--- config.mk ---
export PLATFORM = sky130hd
export DESIGN_NAME = xoo_stage
export DESIGN_NICKNAME = d
export VERILOG_FILES = /design/src/sv/xoodoo_permutation_defines.svh /design/src/sv/xoo_pkg.sv /design/src/sv/xoo_stage.sv
export SDC_FILE = /design/constraint.sdc
export NUM_CORES = 1
export LEC_CHECK = 0
export BUFFER_PORTS_ARGS = -buffer_cell sky130_fd_sc_hd__buf_2
export CAP_MARGIN = 10
export CORE_AREA = 2 2 303 305
export DETAILED_ROUTE_END_ITERATION = 12
export DIE_AREA = 0 0 305 307
export HOLD_SLACK_MARGIN = 0.12
export PLACE_DENSITY = 0.59
export SYNTH_ARGS = -nofsm -noshare
export SYNTH_HDL_FRONTEND = slang
export SYNTH_SLANG_ARGS = --single-unit
--- constraint.sdc ---
create_clock -name clk -period 14.2 [get_ports clk]
set_input_delay 2.84 -clock clk [delete_from_list [all_inputs] [get_ports clk]]
set_output_delay 2.84 -clock clk [all_outputs]
set_load 0.005 [all_outputs]
--- src/sv/xoodoo_permutation_defines.svh ---
// Assertion macros shared by the Xoodoo permutation RTL.
// No dependencies; included by files that carry assertions.
`ifndef XOODOO_PERMUTATION_DEFINES_SVH
`define XOODOO_PERMUTATION_DEFINES_SVH

// Same-cycle implication, disabled during reset
`define XOO_ASSERT_IMPL(lbl, pre, post, msg) \
  lbl: assert property (@(posedge clk) disable iff (rst) (pre) |-> (post)) else $error(msg);

// Next-cycle implication, disabled during reset
`define XOO_ASSERT_NEXT(lbl, pre, post, msg) \
  lbl: assert property (@(posedge clk) disable iff (rst) (pre) |=> (post)) else $error(msg);

`endif

--- src/sv/xoo_pkg.sv ---
// Types, constants and round function for the Xoodoo permutation.
// No dependencies; imported by xoo_stage, xoodoo_permutation and the testbench.
package xoo_pkg;

  localparam int MAX_ROUNDS = 12;
  localparam int ROUND_W    = 4;

  typedef logic [31:0] lane_t;
  // state[x][y]: column x (0..3), plane y (0..2)
  typedef logic [3:0][2:0][31:0] state_t;

  // Control traveling with each item through the pipeline
  typedef struct packed {
    logic               valid;
    logic [ROUND_W-1:0] first;  // first stage index that applies a round
  } stage_ctl_t;

  function automatic lane_t rotl(lane_t v, logic [4:0] s);
    lane_t r;
    r = (v << s) | (v >> (6'd32 - {1'b0, s}));
    return r;
  endfunction

  // Standard round constants, index 0..MAX_ROUNDS-1
  function automatic lane_t round_const(logic [ROUND_W-1:0] idx);
    lane_t c;
    case (idx)
      4'd0:    c = 32'h0000_0058;
      4'd1:    c = 32'h0000_0038;
      4'd2:    c = 32'h0000_03C0;
      4'd3:    c = 32'h0000_00D0;
      4'd4:    c = 32'h0000_0120;
      4'd5:    c = 32'h0000_0014;
      4'd6:    c = 32'h0000_0060;
      4'd7:    c = 32'h0000_002C;
      4'd8:    c = 32'h0000_0380;
      4'd9:    c = 32'h0000_00F0;
      4'd10:   c = 32'h0000_01A0;
      4'd11:   c = 32'h0000_0012;
      default: c = '0;
    endcase
    return c;
  endfunction

  // One full round: theta, rho-west, iota, chi, rho-east
  function automatic state_t xoo_round(state_t a, lane_t rc);
    lane_t  par [4];
    lane_t  eff [4];
    state_t t;
    state_t w;
    state_t b;
    state_t r;
    for (int x = 0; x < 4; x++) begin
      par[x] = a[x][0] ^ a[x][1] ^ a[x][2];
    end
    // theta: column parity of the western neighbor, folded twice
    for (int x = 0; x < 4; x++) begin
      eff[x] = rotl(par[(x + 3) & 3], 5'd5) ^ rotl(par[(x + 3) & 3], 5'd14);
    end
    for (int x = 0; x < 4; x++) begin
      for (int y = 0; y < 3; y++) begin
        t[x][y] = a[x][y] ^ eff[x];
      end
    end
    // rho-west
    for (int x = 0; x < 4; x++) begin
      w[x][0] = t[x][0];
      w[x][1] = t[(x + 3) & 3][1];
      w[x][2] = rotl(t[x][2], 5'd11);
    end
    // iota
    w[0][0] = w[0][0] ^ rc;
    // chi
    for (int x = 0; x < 4; x++) begin
      b[x][0] = w[x][0] ^ (~w[x][1] & w[x][2]);
      b[x][1] = w[x][1] ^ (~w[x][2] & w[x][0]);
      b[x][2] = w[x][2] ^ (~w[x][0] & w[x][1]);
    end
    // rho-east
    for (int x = 0; x < 4; x++) begin
      r[x][0] = b[x][0];
      r[x][1] = rotl(b[x][1], 5'd1);
      r[x][2] = rotl(b[(x + 2) & 3][2], 5'd8);
    end
    return r;
  endfunction

endpackage

--- src/sv/xoo_stage.sv ---
// One pipeline stage: applies one Xoodoo round (or passes through) and registers it.
// Depends on xoo_pkg.
module xoo_stage import xoo_pkg::*; (
  input  logic               clk,
  input  logic               rst,
  input  logic [ROUND_W-1:0] stage_idx,
  input  stage_ctl_t         up_ctl,
  input  state_t             up_state,
  output logic               up_ready,
  output stage_ctl_t         dn_ctl,
  output state_t             dn_state,
  input  logic               dn_ready
);

  logic   active;
  state_t state_next;

  // stage moves when empty or when the next one takes its item
  assign up_ready = !dn_ctl.valid || dn_ready;

  // rounds run only in the last round_count stages
  assign active     = (stage_idx >= up_ctl.first);
  assign state_next = active ? xoo_round(up_state, round_const(stage_idx)) : up_state;

  // payload needs no reset; only the valid bit is cleared
  always_ff @(posedge clk) begin
    if (up_ready && up_ctl.valid) begin
      dn_ctl.first <= up_ctl.first;
      dn_state     <= state_next;
    end
    if (rst) begin
      dn_ctl.valid <= 1'b0;
    end else if (up_ready) begin
      dn_ctl.valid <= up_ctl.valid;
    end
  end

endmodule

Word-level counts from Yosys, hierarchy flattened

Memory sizes are Yosys's and may differ from the RTL's.
Index checks and enable logic that the tools add are counted.

$lt $le $gt $ge: 1
Multiplexer cells: 1
Bitwise operators: 81
Reductions and logical operators: 3

Operators by type and width:

| operator                               | number |
|---|---|
| 32-bit bitwise XOR                     | 37 |
| 32-bit bitwise AND                     | 12 |
| 384-bit 2-to-1 mux                     | 1 |
| 32-bit NOT                             | 12 |
| 32-bit by 1-bit OR with 32-bit output  | 4 |
| 32-bit by 11-bit OR with 32-bit output | 4 |
| 32-bit by 14-bit OR with 32-bit output | 4 |
| 32-bit by 5-bit OR with 32-bit output  | 4 |
| 32-bit by 8-bit OR with 32-bit output  | 4 |
| 4-bit greater-or-equal comparator      | 1 |
| 1-bit logical AND                      | 1 |
| 1-bit logical NOT                      | 1 |
| 1-bit logical OR                       | 1 |

Flip-flop bits (word level): 389
ROM bits: 144
Input bits: 396
Output and inout port bits: 390
Logic and storage cells: 101
Memories: 1

Memory list:

| name             | depth | width | read ports | clocked after Yosys merged registers in | write ports | RTL line      | text |
|---|---|---|---|---|---|---|---|
| (name not given) | 16    | 9     | 1          | 0                                       | 0           | xoo_pkg.sv:27 | `case (idx)` |

Logic depth before layout (Yosys ltp)

Gate-level depths: netlist of the first run.

Word-level depth: 11
Depth in mapped cells: 11
Mapped depth without buffers: 8

Worst setup path after synthesis of the first run

OpenSTA, ideal clock, no wires.

Kind: in2reg
Start: input dn_ready
End: register dn_ctl[0] (netlist bit), enable pin
Setup time: 802 ps
Arrival time: 11792 ps
Data required time: 13398 ps
Path slack: 1606 ps
Stages on the path: 2
Path buffers: 0
Path through: nand2b_1 > and2_1

Longest elaborated chain between the ends: 2

Ends and longest elaborated chain:

| item               | RTL line        | text |
|---|---|---|
| start: declaration | xoo_stage.sv:12 | `input logic dn_ready` |
| 1-bit logical OR   | xoo_stage.sv:19 | `assign up_ready = !dn_ctl.valid \|\| dn_ready;` |
| 1-bit logical AND  | xoo_stage.sv:27 | `if (up_ready && up_ctl.valid) begin` |
| end: declaration   | xoo_stage.sv:10 | `output stage_ctl_t dn_ctl,` |

No other way between the ends.
A chain may end at the register's enable or synchronous reset.

==> flow_summary.toml, run 1 <==
[yosys]
synthCells = 2690
synth_area_um2 = 32600
yosys_register_bits = 389
synth_warnings = 0
netlist-cell-type-count = 36
synth-seq-area-share = 0.358
syn-num-nets = 3097
avgSynthCellArea_um2 = 12.1

[power]
power_frac_comb = 0.552
power_switching_mw = 2.97
power_frac_seq = 0.252
switching_share = 0.434
p_per_area_nw_per_um2 = 173
leakagePower_nw = 17.9
intPower_mw = 3.89
clockPowerShare = 0.196
peakVddDrop_v = 0.000105

[sta]
totalNegativeSetupSlack_ns = 0
max_freq_mhz = 160
drv_slew = 0
setup_viol_count_final = 0
hold_viol = 0
worst_pin_slew_ns = 1.26
grt_setup_unrepaired = "false"
slew_headroom = 0.160
period_needed_ns = 6.24
skew_ns = 0.0159
fin_crit_sh = 0.439

[layout]
layout_commonest_cell = "buf_2"
area_growth_pct = 21.4
layout_common_cells = "785 x buf_2, 503 x nand2_1, 480 x xnor2_1, 388 x edfxtp_1, 266 x xor2_1"
drive_gt1_frac = 0.276
fin_cells = 4712
nets = 3875
utilization = 0.437

[job]
drv_cap = 0

[critical_path]
cp-endpoint = "dn_state[163]$_DFFE_PP_"
worst-endpoint-required_ns = 14.49
cp-end-kind = "flip-flop"
cp_data_arrival_time_ns = 6.53
r2r_setup_slack_ns = 10.26
reg2reg_from = "dn_ctl[4]$_SDFFE_PP0N_"
rr_worst_depth = 5
regToRegEndpoint = "dn_state[162]$_DFFE_PP_"
startpoint_type = "primary input"
startpoint = "stage_idx[0]"
crit_fanout = 208
path_class = "in2reg"

[clock_tree]
cts_tree = "yes"
cts_hold_buffers = 0
htree_levels = 2
cts_buffer_depth = 3
insertion_delay_ns = 0.62
cts-root-buf = "clkbuf_16"
clock-sinks = 389
cts.clk_slew.worst_paths_ns = 0.06
cts.repair.resized = 0
numCtsBuffers = 49
post_cts_buffers = 0

[global_route]
gr-total-overflow = 0
grt_util_met1 = 0.464
grt_pass1_vias = 23797
busiest_layer = "met2"
grt.met2_usage = 0.588
antenna_found_initial = 33
grt_first_pass_wirelength_mm = 223
grt_util_met3 = 0.0763
grtUsageTotal = 0.367
grt_max_degree = 209

[drt]
wl_mm = 176
drc = 0
drtIter0Drc = 3370
drtAntennaViolNets = 0
drtPass1Iterations = 6
viasPerCell = 5.39
wl_per_cell_um = 37.4
vias = 25405

[floorplan]
initial_core_util = 0.360
die_area_um2 = 93600
pin_count = 786
rows = 111
coreArea_um2 = 90700
die_w_um = 305
dieHeight_um = 307

[placed_design]
placedCellCount = 4603
place_hpwl_mm = 147
gp_congestion = 0.962
placement.io_buffers = 785

[worst_hold_path]
min_path_type = "reg2reg"

[status]
status = "finished, final reports clean"
==> how the worst min path moves through the flow <==
| stage | depth (start not counted) | end | slack, ns | startpoint |
|---|---|---|---|---|
| floorplan | 2 | dn_ctl[4]$_SDFFE_PP0N_ | 0.52 | dn_ctl[4]$_SDFFE_PP0N_ |
| global placement | 2 | dn_ctl[4]$_SDFFE_PP0N_ | 0.50 | dn_ctl[4]$_SDFFE_PP0N_ |
| detailed placement | 2 | dn_ctl[4]$_SDFFE_PP0N_ | 0.51 | dn_ctl[4]$_SDFFE_PP0N_ |
| CTS | 2 | dn_ctl[4]$_SDFFE_PP0N_ | 0.52 | dn_ctl[4]$_SDFFE_PP0N_ |
| global route | 2 | dn_ctl[4]$_SDFFE_PP0N_ | 0.55 | dn_ctl[4]$_SDFFE_PP0N_ |
| finish | 2 | dn_ctl[4]$_SDFFE_PP0N_ | 0.52 | dn_ctl[4]$_SDFFE_PP0N_ |
==> metrics by stage <==
| stage | power [mW] | hold slack (ns) | setup WS [ns] | instance area [µm²] |
|---|---|---|---|---|
| after floorplan | 3.96 | 0.522 | 1.61 | 32600 |
| after global placement | 5.43 | 0.495 | 7.58 | 37900 |
| after detailed placement | 5.43 | 0.510 | 7.48 | 37900 |
| after CTS | 6.80 | 0.522 | 8.13 | 39600 |
| after global routing | 7.05 | 0.551 | 7.80 | 39600 |
| final | 6.86 | 0.524 | 7.96 | 39600 |
==> metal layers <==
| metal | routed length [µm] | vias to the layer above | share of wire |
|---|---|---|---|
| met2 | 80800 | 1735 | 0.46 |
| met3 | 17400 | 370 | 0.099 |
| met4 | 11500 | 24 | 0.065 |
| met5 | 167 | - | 0.00095 |
| li1 | - | 10723 | - |
| met1 | 66500 | 12553 | 0.38 |
==> Yosys cell counts, drive strengths merged <==
cell | n | area share
inv | 7 | 0.00081
dfxtp | 1 | 0.00061
a211oi | 1 | 0.00023
xor3 | 236 | 0.17
nand3b | 2 | 0.00046
nor2 | 140 | 0.016
nor3 | 1 | 0.00031
xor2 | 270 | 0.073
a22oi | 1 | 0.00023
edfxtp | 388 | 0.36
or2 | 1 | 0.00019
a32oi | 2 | 0.00054
buf | 19 | 0.0023
and2 | 1 | 0.00019
nor2b | 129 | 0.025
xnor3 | 137 | 0.097
a21oi | 14 | 0.0024
and3 | 1 | 0.00035
o21ai | 257 | 0.040
ha | 11 | 0.0042
mux2 | 1 | 0.00035
nand2 | 503 | 0.058
mux2i | 1 | 0.00031
clkbuf | 54 | 0.0062
a21o | 3 | 0.00069
nand2b | 8 | 0.0015
xnor2 | 501 | 0.14
==> registers in the layout (all words and copies together) (netlist names) <==
signal	count
dn_ctl	5
dn_state	384
==> cells by family after synthesis <==
logic type,after synthesis,synth area share
xor gates and xnor gates,1144,0.483
and+or+nand+nor,786,0.102
DFF,389,0.358
AOI/OAI and AO/OA,278,0.0436
buffers and inverters,80,0.00932
adders and majority gates,11,0.00422
muxes,2,0.000652
==> cell type report <==
class                           count  area (µm²)
Fill cell                        8746       51100
Multi-Input combinational cell   2221       20700
Sequential cell                   389       11700
Timing Repair Buffer              800        4050
Tap cell                         1186        1480
Clock buffer                       57        1300
Clock inverter                     31         353
Antenna cell                       21        52.6
Inverter                            7        26.3
==> power by group through the flow <==
stage	clock network [mW]	logic, mW	registers (mW)
after CTS	1.36	3.71	1.73
after detailed placement	0	3.68	1.75
after floorplan	0	2.22	1.73
final	1.34	3.79	1.73
after global placement	0	3.68	1.75
after global routing	1.40	3.91	1.74
==> critical path, cell delays in order <==
cell      delay [ns]
buf_2           0.15
inv_1           0.13
ha_1            0.30
nand2b_1        0.14
a21o_1          0.17
a21o_1          0.22
a21oi_4         0.57
buf_12          0.67
buf_4           0.82
o21ai_0         0.28
(Power assumes the default switching activity.)
==> run 2: changes to the inputs <==
==> constraint.sdc (replaced) <==
create_clock -name clk -period 6.3 [get_ports clk]
set_input_delay 1.26 -clock clk [delete_from_list [all_inputs] [get_ports clk]]
set_output_delay 1.26 -clock clk [all_outputs]
set_load 0.005 [all_outputs]
==> run 2 against run 1 <==
Effect of this change:
- hold slack got worse by 0.0064 ns
- routed wire length is 2.1% higher
- power up 130%
- clock skew increased by 0.0024 ns
- sequential share of layout area is 0.20 points lower
- core utilization up 0.29 points
- clock power is 150% higher
- worst setup slack worse by 5.4 ns
- critical path type unchanged
- critical endpoint is now dn_state[245]$_DFFE_PP_
==> flow_summary.toml, run 2 (same netlist as run 1, synthesis figures left out) <==
[clock_tree]
insertion_delay_ns = 0.63
htree_levels = 2
cts_hold_buffers = 0
cts_buffer_depth = 3
cts-root-buf = "clkbuf_16"
cts.repair.resized = 0
cts_tree = "yes"
post_cts_buffers = 0
cts.clk_slew.worst_paths_ns = 0.06
numCtsBuffers = 52
clock-sinks = 389

[layout]
nets = 3880
layout_common_cells = "785 x buf_2, 503 x nand2_1, 480 x xnor2_1, 388 x edfxtp_1, 266 x xor2_1"
drive_gt1_frac = 0.279
top_regs = "dn_state: 384 flops, dn_ctl: 5 flops"
largest_reg_flops = 384
layout_commonest_cell = "buf_2"
area_growth_pct = 22.2
max_flop_register = "dn_state"
final_area_um2 = 39900

[critical_path]
cp_data_arrival_time_ns = 4.07
path_cells = "buf_2 > xnor3_1 > xor3_1 > nor2_1 > xnor2_1 > o21ai_0"
cp-end-kind = "flip-flop"
worst-endpoint-required_ns = 6.61
startpoint_type = "primary input"
path_delay_family = "XOR/XNOR gates"
cpMaxStageDelayCell = "xnor2_1"
cp_num_buf_inv = 1
max_stage_delay_ns = 0.88
path_class = "in2reg"
crit_fanout = 6

[sta]
skew_ns = 0.0183
fin_crit_sh = 0.597
holdWs_ns = 0.518
drv_slew = 0
worst_pin_slew_ns = 1.11
grt_setup_unrepaired = "false"
slew_headroom = 0.256
setup_viol_count_final = 0
period_needed_ns = 3.76
max_freq_mhz = 266
hold_viol = 0
totalNegativeSetupSlack_ns = 0
fin_ws_ns = 2.54

[power]
leakagePower_nw = 18.1
peakVddDrop_v = 0.000250
p_total_mw = 15.9
p_per_area_nw_per_um2 = 398

[global_route]
grt_max_degree = 180
antenna_found_initial = 31
grtUsageTotal = 0.373
grt_first_pass_wirelength_mm = 227
grt_pass1_vias = 24228
gr-total-overflow = 0

[placed_design]
gp_congestion = 0.990
dp_slack_ns = 2.06
place_hpwl_mm = 151
placed_area_um2 = 38000
placement.io_buffers = 785

[floorplan]
dieHeight_um = 307
coreArea_um2 = 90700
rows = 111
pin_count = 786
die_w_um = 305
initial_core_util = 0.360
die_area_um2 = 93600

[drt]
wl_per_cell_um = 38.2
drtPass1Iterations = 5
wl_mm = 180
viasPerCell = 5.42
drtAntennaViolNets = 0
drtIter0Drc = 3243
vias = 25587
drc = 0

[job]
drv_cap = 0

[worst_hold_path]
min_path_type = "reg2reg"

[status]
status = "finished, final reports clean"
## run 2: cell types whose count changed in the layout (fill, tap and decap cells not counted), sizes merged
cell	previous run	this run
buf	800	802
bufinv	7	11
clkinv	18	17
clkinvlp	5	8
diode	21	17
inv	8	11
## run 2: stage by stage
stage,std cells,utilization
3_3_place_gp,4605,0.419
4_1_cts,4702,0.439
6_report,4719,0.440
5_1_grt,4705,0.439
3_5_place_dp,4605,0.419
2_1_floorplan,2690,-
## run 2: metal layers
layer	vias up	part of all wire	global-route usage
li1	10723	-	-
met1	12784	0.37	0.452
met2	1680	0.46	0.594
met3	380	0.10	0.104
met4	20	0.068	0.222
met5	-	0.00070	0
## run 2: final cells by class
cell class	instances	area, µm²
Sequential cell	389	11700
Multi-Input combinational cell	2221	20700
Clock inverter	40	529
Timing Repair Buffer	802	4130
Fill cell	8604	50800
Inverter	7	26.3
Tap cell	1186	1480
Antenna cell	17	42.5
Clock buffer	57	1320
## run 2: worst reg2reg max path, stage by stage (launching register included)
cell and delay (ns):
dfxtp_1 0.31, nand2b_1 0.10, and2_4 0.61, buf_12 0.55
## run 2: power breakdown
part	switching, mW	internal, mW
sequential	0.264	3.62
combinational	5.30	3.38
clock	1.35	1.98
## run 2: final timing paths
check                                            start                 endpoint  slack, ns  cells past startpoint
worst max register to register  dn_ctl[4]$_SDFFE_PP0N_  dn_state[235]$_DFFE_PP_       4.09                      3
worst min register to register  dn_ctl[4]$_SDFFE_PP0N_   dn_ctl[4]$_SDFFE_PP0N_       0.52                      2
worst min-delay path            dn_ctl[4]$_SDFFE_PP0N_   dn_ctl[4]$_SDFFE_PP0N_       0.52                      2
worst max-delay path                     up_state[187]  dn_state[245]$_DFFE_PP_       2.54                      6
